==> src/sv/icrcgen_pkg.sv <==
// icrcgen_pkg: shared types, constants and the byte-wide crc update for the
// rocev2 icrc generator; no dependencies

package icrcgen_pkg;

   localparam logic [31:0] ICRC_SEED      = 32'hdebb20e3;
   localparam logic [31:0] ICRC_FINAL_XOR = 32'hffffffff;
   localparam logic [31:0] ICRC_POLY      = 32'hedb88320;
   localparam logic [7:0]  MASK_BYTE      = 8'hff;

   localparam int          POS_W               = 6;
   localparam logic [POS_W-1:0] MASKED_PREFIX_BYTES = 6'd40;

   // variant field offsets from the start of the ipv4 header
   localparam logic [POS_W-1:0] OFS_IP_TOS      = 6'd1;
   localparam logic [POS_W-1:0] OFS_IP_TTL      = 6'd8;
   localparam logic [POS_W-1:0] OFS_IP_CSUM_HI  = 6'd10;
   localparam logic [POS_W-1:0] OFS_IP_CSUM_LO  = 6'd11;
   localparam logic [POS_W-1:0] OFS_UDP_CSUM_HI = 6'd26;
   localparam logic [POS_W-1:0] OFS_UDP_CSUM_LO = 6'd27;
   localparam logic [POS_W-1:0] OFS_BTH_RSVD    = 6'd32;

   typedef struct packed {
      logic [7:0] data;
      logic       last;
   } word_type;

   function automatic logic is_variant(input logic [POS_W-1:0] pos);
      logic hit;
      hit = 1'b0;
      case (pos) inside
         OFS_IP_TOS, OFS_IP_TTL, OFS_IP_CSUM_HI, OFS_IP_CSUM_LO,
         OFS_UDP_CSUM_HI, OFS_UDP_CSUM_LO, OFS_BTH_RSVD: hit = 1'b1;
         default: hit = 1'b0;
      endcase
      return hit;
   endfunction

   // reflected crc-32, one byte lsb first
   function automatic logic [31:0] crc_byte(input logic [31:0] crc, input logic [7:0] b);
      logic [31:0] c;
      c = crc ^ {24'd0, b};
      for (int k = 0; k < 8; k++) begin
         if (c[0]) begin
            c = (c >> 1) ^ ICRC_POLY;
         end else begin
            c = c >> 1;
         end
      end
      return c;
   endfunction

endpackage

==> src/sv/icrcgen_front.sv <==
// icrcgen_front: accepts packet bytes, tracks the byte offset and masks
// variant fields; depends on icrcgen_pkg

module icrcgen_front (
   input  logic                        clock,
   input  logic                        reset,
   input  logic                        req_valid,
   output logic                        req_ready,
   input  logic [7:0]                  req_data_byte,
   input  logic                        req_last_byte,
   input  logic                        q_full,
   output logic                        q_push,
   output icrcgen_pkg::word_type       q_word
);

   logic [icrcgen_pkg::POS_W-1:0] pos_ff;
   logic [icrcgen_pkg::POS_W-1:0] pos_in;
   logic                          in_prefix;

   assign req_ready = !q_full;
   assign q_push    = req_valid && !q_full;
   assign in_prefix = pos_ff < icrcgen_pkg::MASKED_PREFIX_BYTES;

   always_comb begin
      q_word.last = req_last_byte;
      if (in_prefix && icrcgen_pkg::is_variant(pos_ff)) begin
         q_word.data = icrcgen_pkg::MASK_BYTE;
      end else begin
         q_word.data = req_data_byte;
      end
   end

   always_comb begin
      pos_in = pos_ff;
      if (q_push) begin
         if (req_last_byte) begin
            pos_in = '0;
         end else if (in_prefix) begin
            pos_in = pos_ff + 1'b1;
         end
      end
   end

   always_ff @(posedge clock) begin
      if (reset) begin
         pos_ff <= '0;
      end else begin
         pos_ff <= pos_in;
      end
   end

endmodule

==> src/sv/icrcgen_queue.sv <==
// icrcgen_queue: short fifo of masked words between front and back
// depends on icrcgen_pkg

module icrcgen_queue #(
   parameter int QUEUE_DEPTH = 2
) (
   input  logic                  clock,
   input  logic                  reset,
   input  logic                  push,
   input  icrcgen_pkg::word_type push_word,
   output logic                  full,
   input  logic                  pop,
   output logic                  not_empty,
   output icrcgen_pkg::word_type pop_word
);

   localparam int PTR_W = (QUEUE_DEPTH > 1) ? $clog2(QUEUE_DEPTH) : 1;
   localparam int CNT_W = $clog2(QUEUE_DEPTH + 1);

   icrcgen_pkg::word_type mem [QUEUE_DEPTH];

   logic [PTR_W-1:0] wr_ptr_ff, wr_ptr_in;
   logic [PTR_W-1:0] rd_ptr_ff, rd_ptr_in;
   logic [CNT_W-1:0] count_ff,  count_in;

   assign full      = count_ff == CNT_W'(QUEUE_DEPTH);
   assign not_empty = count_ff != '0;
   assign pop_word  = mem[rd_ptr_ff];

   always_comb begin
      wr_ptr_in = wr_ptr_ff;
      rd_ptr_in = rd_ptr_ff;
      count_in  = count_ff;
      if (push) begin
         wr_ptr_in = (wr_ptr_ff == PTR_W'(QUEUE_DEPTH - 1)) ? '0 : wr_ptr_ff + 1'b1;
      end
      if (pop) begin
         rd_ptr_in = (rd_ptr_ff == PTR_W'(QUEUE_DEPTH - 1)) ? '0 : rd_ptr_ff + 1'b1;
      end
      if (push && !pop) begin
         count_in = count_ff + 1'b1;
      end else if (pop && !push) begin
         count_in = count_ff - 1'b1;
      end
   end

   always_ff @(posedge clock) begin
      if (push) begin
         mem[wr_ptr_ff] <= push_word;
      end
   end

   always_ff @(posedge clock) begin
      if (reset) begin
         wr_ptr_ff <= '0;
         rd_ptr_ff <= '0;
         count_ff  <= '0;
      end else begin
         wr_ptr_ff <= wr_ptr_in;
         rd_ptr_ff <= rd_ptr_in;
         count_ff  <= count_in;
      end
   end

endmodule

==> src/sv/icrcgen_back.sv <==
// icrcgen_back: crc-32 register update and registered icrc result
// depends on icrcgen_pkg

module icrcgen_back (
   input  logic                  clock,
   input  logic                  reset,
   input  logic                  q_not_empty,
   input  icrcgen_pkg::word_type q_word,
   output logic                  q_pop,
   output logic                  rsp_valid,
   input  logic                  rsp_ready,
   output logic [31:0]           rsp_icrc_value
);

   logic [31:0] crc_ff,   crc_in;
   logic [31:0] value_ff, value_in;
   logic        valid_ff, valid_in;
   logic [31:0] crc_next;

   assign rsp_valid      = valid_ff;
   assign rsp_icrc_value = value_ff;
   assign crc_next       = icrcgen_pkg::crc_byte(crc_ff, q_word.data);
   assign q_pop          = q_not_empty && (!q_word.last || !valid_ff || rsp_ready);

   always_comb begin
      crc_in   = crc_ff;
      value_in = value_ff;
      valid_in = valid_ff && !rsp_ready;
      if (q_pop) begin
         if (q_word.last) begin
            crc_in   = icrcgen_pkg::ICRC_SEED;
            value_in = crc_next ^ icrcgen_pkg::ICRC_FINAL_XOR;
            valid_in = 1'b1;
         end else begin
            crc_in = crc_next;
         end
      end
   end

   always_ff @(posedge clock) begin
      value_ff <= value_in;
      if (reset) begin
         crc_ff   <= icrcgen_pkg::ICRC_SEED;
         valid_ff <= 1'b0;
      end else begin
         crc_ff   <= crc_in;
         valid_ff <= valid_in;
      end
   end

endmodule

==> src/sv/rocev2_icrc_generator.sv <==
// rocev2_icrc_generator: top level of the rocev2 icrc generator
// depends on icrcgen_pkg, icrcgen_front, icrcgen_queue, icrcgen_back
//
//   port group   direction   word
//   req_*        in          data_byte[7:0], last_byte
//   rsp_*        out         icrc_value[31:0], one per word marked last
//
// one word per cycle while req_ready is high; a word is queued before it
// reaches the crc, the result appears in the cycle after the last word leaves
// the queue; rate is set by the byte-wide crc update in the back end
// synchronous reset restores the seed and offset zero; req_ready drops only
// when the queue is full because a result is held by rsp_ready

module rocev2_icrc_generator #(
   parameter int QUEUE_DEPTH = 2
) (
   input  logic        clock,
   input  logic        reset,
   input  logic        req_valid,
   output logic        req_ready,
   input  logic [7:0]  req_data_byte,
   input  logic        req_last_byte,
   output logic        rsp_valid,
   input  logic        rsp_ready,
   output logic [31:0] rsp_icrc_value
);

   icrcgen_pkg::word_type push_word;
   icrcgen_pkg::word_type pop_word;
   logic                  q_push;
   logic                  q_full;
   logic                  q_pop;
   logic                  q_not_empty;

   icrcgen_front u_front (
      .clock         (clock),
      .reset         (reset),
      .req_valid     (req_valid),
      .req_ready     (req_ready),
      .req_data_byte (req_data_byte),
      .req_last_byte (req_last_byte),
      .q_full        (q_full),
      .q_push        (q_push),
      .q_word        (push_word)
   );

   icrcgen_queue #(
      .QUEUE_DEPTH (QUEUE_DEPTH)
   ) u_queue (
      .clock     (clock),
      .reset     (reset),
      .push      (q_push),
      .push_word (push_word),
      .full      (q_full),
      .pop       (q_pop),
      .not_empty (q_not_empty),
      .pop_word  (pop_word)
   );

   icrcgen_back u_back (
      .clock          (clock),
      .reset          (reset),
      .q_not_empty    (q_not_empty),
      .q_word         (pop_word),
      .q_pop          (q_pop),
      .rsp_valid      (rsp_valid),
      .rsp_ready      (rsp_ready),
      .rsp_icrc_value (rsp_icrc_value)
   );

endmodule

==> config.mk <==
export PLATFORM = sky130hd
export DESIGN_NAME = rocev2_icrc_generator
export DESIGN_NICKNAME = d
export VERILOG_FILES = /design/src/sv/icrcgen_pkg.sv /design/src/sv/icrcgen_front.sv /design/src/sv/icrcgen_queue.sv /design/src/sv/icrcgen_back.sv /design/src/sv/rocev2_icrc_generator.sv
export SDC_FILE = /design/constraint.sdc
export NUM_CORES = 1
export LEC_CHECK = 0
export BUFFER_PORTS_ARGS = -buffer_cell sky130_fd_sc_hd__buf_2
export CORE_ASPECT_RATIO = 0.6
export CORE_MARGIN = 1.5
export CORE_UTILIZATION = 35
export CTS_BUF_LIST = sky130_fd_sc_hd__clkbuf_8
export CTS_CLUSTER_SIZE = 28
export DETAILED_ROUTE_END_ITERATION = 8
export RECOVER_POWER = 100
export SKIP_CTS_REPAIR_TIMING = 1
export SYNTH_ARGS = -nofsm -noshare
export SYNTH_HDL_FRONTEND = slang
export SYNTH_HIERARCHICAL = 1
export SYNTH_SLANG_ARGS = --single-unit
==> constraint.sdc <==
create_clock -name clock -period 10.5 [get_ports clock]
set_clock_uncertainty 0.2 [all_clocks]
set_input_delay 1.05 -clock clock [delete_from_list [all_inputs] [get_ports clock]]
set_output_delay 1.05 -clock clock [all_outputs]
set_load 0.1 [all_outputs]
* Word level (Yosys, flattened, before mapping) *
Memories as Yosys holds them, arrays and structs flattened. A register that Yosys moved wholly into a read port is not among the register bits.
Cells that the tools add are included.

operators by class
  multiply operators = 0
  magnitude comparators = 1
  reductions and logical operators = 20
  bitwise operators = 10
  shift operators = 0
  multiplexer cells = 23
  eq/ne operators = 8
  divide/modulo/power cells = 0
  $add $sub $neg = 5

operator list
  kind                                                 count
  2-to-1 mux 32 bit                                    9
  NOT 13 -> 14 bit                                     8
  NOT 32 bit                                           1
  bitwise XOR 32 x 8 -> 32 bit                         1
  equality test 6 x 4 -> 1 bit, second input constant  3
  equality test 6 x 5 -> 1 bit, second input constant  2
  2-to-1 mux 6 bit                                     2
  2-to-1 mux 1 bit                                     9
  2-to-1 mux 8 bit                                     1
  OR reduction 7 bit                                   1
  adder 6 x 1 -> 6 bit, second input constant          1
  equality test 6 x 1 -> 1 bit, second input constant  1
  equality test 6 bit, second input constant           1
  logical AND 1 bit                                    6
  zero test 1 bit                                      6
  less-than comparator 6 bit, second input constant    1
  nonzero test 2 bit                                   3
  2-to-1 mux 2 bit                                     2
  AND reduction 2 bit                                  2
  adder 1 bit, second input constant                   2
  adder 2 x 1 -> 2 bit, second input constant          1
  equality test 2 bit, second input constant           1
  logical OR 1 bit                                     2
  subtractor 2 x 1 -> 2 bit, second input constant     1

storage, ports and cells
  bits in writable memories = 18
  output and inout port bits = 34
  register bits = 75
  bits in latches = 0
  memory bits (read-only) = 0
  input port bits = 13
  memories = 1
  logic and storage cells = 75

memories
  name         depth  bits a word  read ports  clocked after Yosys merged registers in  wr ports  RTL line             RTL
  u_queue.mem  2      9            1           1                                        1         icrcgen_queue.sv:20  icrcgen_pkg::word_type mem [QUEUE_DEPTH];

* Longest topological paths before layout *
  depth in word-level cells = 18
  mapped depth = 12

* By module *
The synthesis kept the hierarchy.

modules (own cells, without submodules)
  module         seq. area each (µm²)  area an instance (µm²)  instances  cells each
  icrcgen_back   1621.6                2976.6                  1          227
  icrcgen_queue  640.6                 857.1                   1          50
  icrcgen_front  120.1                 488.0                   1          58

* Worst setup path after synthesis *
OpenSTA, ideal clock, no wires.

  kind = in2reg
  start = input rsp_ready
  end = register u_back.crc_ff[31]
  slack = 6.805 ns
  stages on the path = 6
  data arrival time = 3.415 ns
  path buffers = 1
  path through = nand2b_1 -> o21ai_1 -> nor2_1 -> nor2_1 -> clkbuf_1 -> o211ai_1

between the ends
  cells in the longest elaborated chain, start to end = 2

RTL lines
  item                  RTL line                     RTL
  start, declared       rocev2_icrc_generator.sv:24  input logic rsp_ready,
  logical OR 1 bit      icrcgen_back.sv:23           assign q_pop = q_not_empty && (!q_word.last || !valid_ff || rsp_ready);
  logical AND 1 bit     icrcgen_back.sv:23
  end signal, assigned  icrcgen_back.sv:43           crc_ff <= icrcgen_pkg::ICRC_SEED;
  end signal, assigned  icrcgen_back.sv:46           crc_ff <= crc_in;
  end, declared         icrcgen_back.sv:15           logic [31:0] crc_ff, crc_in;

No other way between the ends.
A chain may end at the register's enable or synchronous reset.

==> results.ini <==
[yosys]
synth_top_area_share_pct=34.74
synthAdderAreaFrac_pct=1.448
synth_common_cells=50 x edfxtp_1, 46 x xnor2_1, 44 x dfxtp_1, 26 x nand2_1, 21 x nor2_1
synth_xor_area_share_pct=21.37
synthDistinctLibCells=45
ys_seq_area_share_pct=55.12
netlist_area_um2=4322
synth.most_common_cell=edfxtp_1
yosysWarnings=6
ys_ff_latch=94
synth_compound_area_share_pct=9.323
synthMuxAreaShare_pct=2.577
synth_top_family_by_area=XOR/XNOR gates
synthArstFlopShare_pct=0
synth-edff-count=50
postSynthCellCount=335
syn_nets=353
yosysTopAreaCell=edfxtp_1
ys_top_cells_by_area=edfxtp_1 35%, dfxtp_1 20%, xnor2_1 9.3%
syn_avg_cell_area_um2=12.90
yosys.area_share.simple_pct=7.846
synth_flop_cell=edfxtp_1

[floorplanning]
rows=31
die_area_um2=13040
start_util_pct=35.83
ios=47
core_area_um2=12060
die_h_um=89.07
die_w_um=146.5

[global_routing]
grt_max_degree=50
gr-total-overflow=0
grt_pass1_wl_mm=13.69
gr-usage-all-layers_pct=14.23
grt_pass1_vias=2464
antenna_found_initial=0

[run_status]
failed_checks=capacitance limit, slew limit
status=complete, but fails checks

[clock_network]
clk_latency_ns=0.36
cts_root_buffer=clkbuf_8
clk_path_buf_depth=2
cts_buffers=9
clkSlewWorstSetupHoldPaths_ns=0.08
cts_tree=yes
htreeDepth=3
cts.sink_count=94

[placed_design]
dp_hpwl_mm=6.301
gp_congestion=0.8578
portBuffers=46
placement.cell_area_um2=4730
dp_cells=536

[sta]
finalCritPeriodShare_pct=46.87
fin_tns_setup_ns=0
fin_crit_ns=4.921
max_freq_ghz=0.2032
hold_viol=0
drv_slew=84
worst_pin_slew_ns=2.780
slew_headroom_pct=-86.01
rsz0062_at_grt=false
finalSetupViolCount=0

[final_layout]
multiInputGateArea_um2=1757
final_cells=552
nFillCells=1180
antenna_cells=0
nNetsFinal=400
fin_area_um2=4762
register_area_um2=2382
drive_gt1_share_pct=9.302
final_core_utilization_pct=39.48
area_growth_pct=10.19

[setup_path]
path_max_fanout=33
path_class=register to register
required_ns=10.54
cp-start-kind=register
arrival_ns=4.97
end_kind=register

[routing]
first_iter_violations=259
post_drt_wl_per_cell_um=15.68
drt-total-wl_mm=8.653
drc=0
viasPerCell=4.656
ant_nets=0
vias=2570
drt_first_pass_iters=6

[hold_path]
worstHoldStart=u_back/crc_ff[18]
hold_path_class=register to register

[flow_run]
cap_violations=3

==> through the flow <==
| stage | hold slack [ns] | setup slack [ns] |
|---|---|---|
| 2_1_floorplan | 0.2436 | 6.805 |
| 3_3_place_gp | 0.2563 | 7.289 |
| 3_5_place_dp | 0.2743 | 7.191 |
| 4_1_cts | 0.2899 | 7.349 |
| 5_1_grt | 0.3134 | 4.972 |
| 6_report | 0.2849 | 5.579 |
==> path summary, 6_finish.rpt <==
check	endpoint	slack, ns	cells after the start
setup / recovery	u_back/crc_ff[0]	5.58	6
hold / removal	u_back/crc_ff[18]	0.28	2
setup reg to reg	u_back/crc_ff[0]	5.58	6
hold reg to reg	u_back/crc_ff[18]	0.28	2
==> routing by layer <==
metal / routed length [um] / track usage [%]
met5: 0 / 0
met4: 82 / 4.408
met3: 439 / 3.724
met2: 3320 / 19.65
met1: 4810 / 21.55
==> kinds of logic (layout without fill, tap and decap cells) <==
| group | after synthesis | after routing |
|---|---|---|
| AOI/OAI and AO/OA | 51 | 51 |
| xor gates and xnor gates | 79 | 79 |
| adders and majority gates | 5 | 5 |
| buffers and inverters | 23 | 75 |
| DFF | 94 | 94 |
| muxes | 10 | 10 |
| and+or+nand+nor | 73 | 73 |
==> critical path, cell delays in order (launching register included) <==
cell      delay, ns
dfxtp_1        0.58
mux2_1         0.42
inv_1          0.12
o21ai_0        0.14
nor2_1         2.05
nor2_1         0.93
o211ai_1       0.34
==> placed cells by master (no fill, tap or decap), types with 2 or more instances in the layout <==
master,n
a2bb2oi_1,7
nor2b_1,2
nand2b_1,10
nor3_1,2
xor2_1,15
nor2_1,21
o21a_1,2
nand3_1,2
ha_1,5
mux2_2,5
o211ai_1,15
xor3_1,4
or3_1,4
nand2_1,26
and2_1,2
o221ai_1,3
a21oi_1,11
mux2_1,4
clkinv_1,2
edfxtp_1,50
o21ai_0,6
xnor2_1,52
xnor3_1,5
dfxtp_1,44
a22oi_1,2
inv_1,14
buf_2,11
clkbuf_1,36
clkbuf_8,9
==> state kept, by name, summed over array words and instances, names as in the netlist, named ones only <==
signal                 count
u_front/pos_ff             6
u_back/crc_ff             32
u_back/rsp_valid           1
u_queue/mem               18
u_queue/count_ff           2
u_queue/wr_ptr_ff          1
u_queue/rd_ptr_ff          1
u_back/rsp_icrc_value     32
==> cell type report <==
class                      count  area share (%)
tap                          165           4.335
timing repair buffer          47           3.994
clock inverter                 7           1.209
inverter                      12          0.9459
multi-input combinational    218           36.89
clock buffer                   9           2.601
sequential                    94           50.03
Power is left out: the tool's default activity adds up to more than one toggle a clock period on the data nets, which glitch-free logic cannot reach.
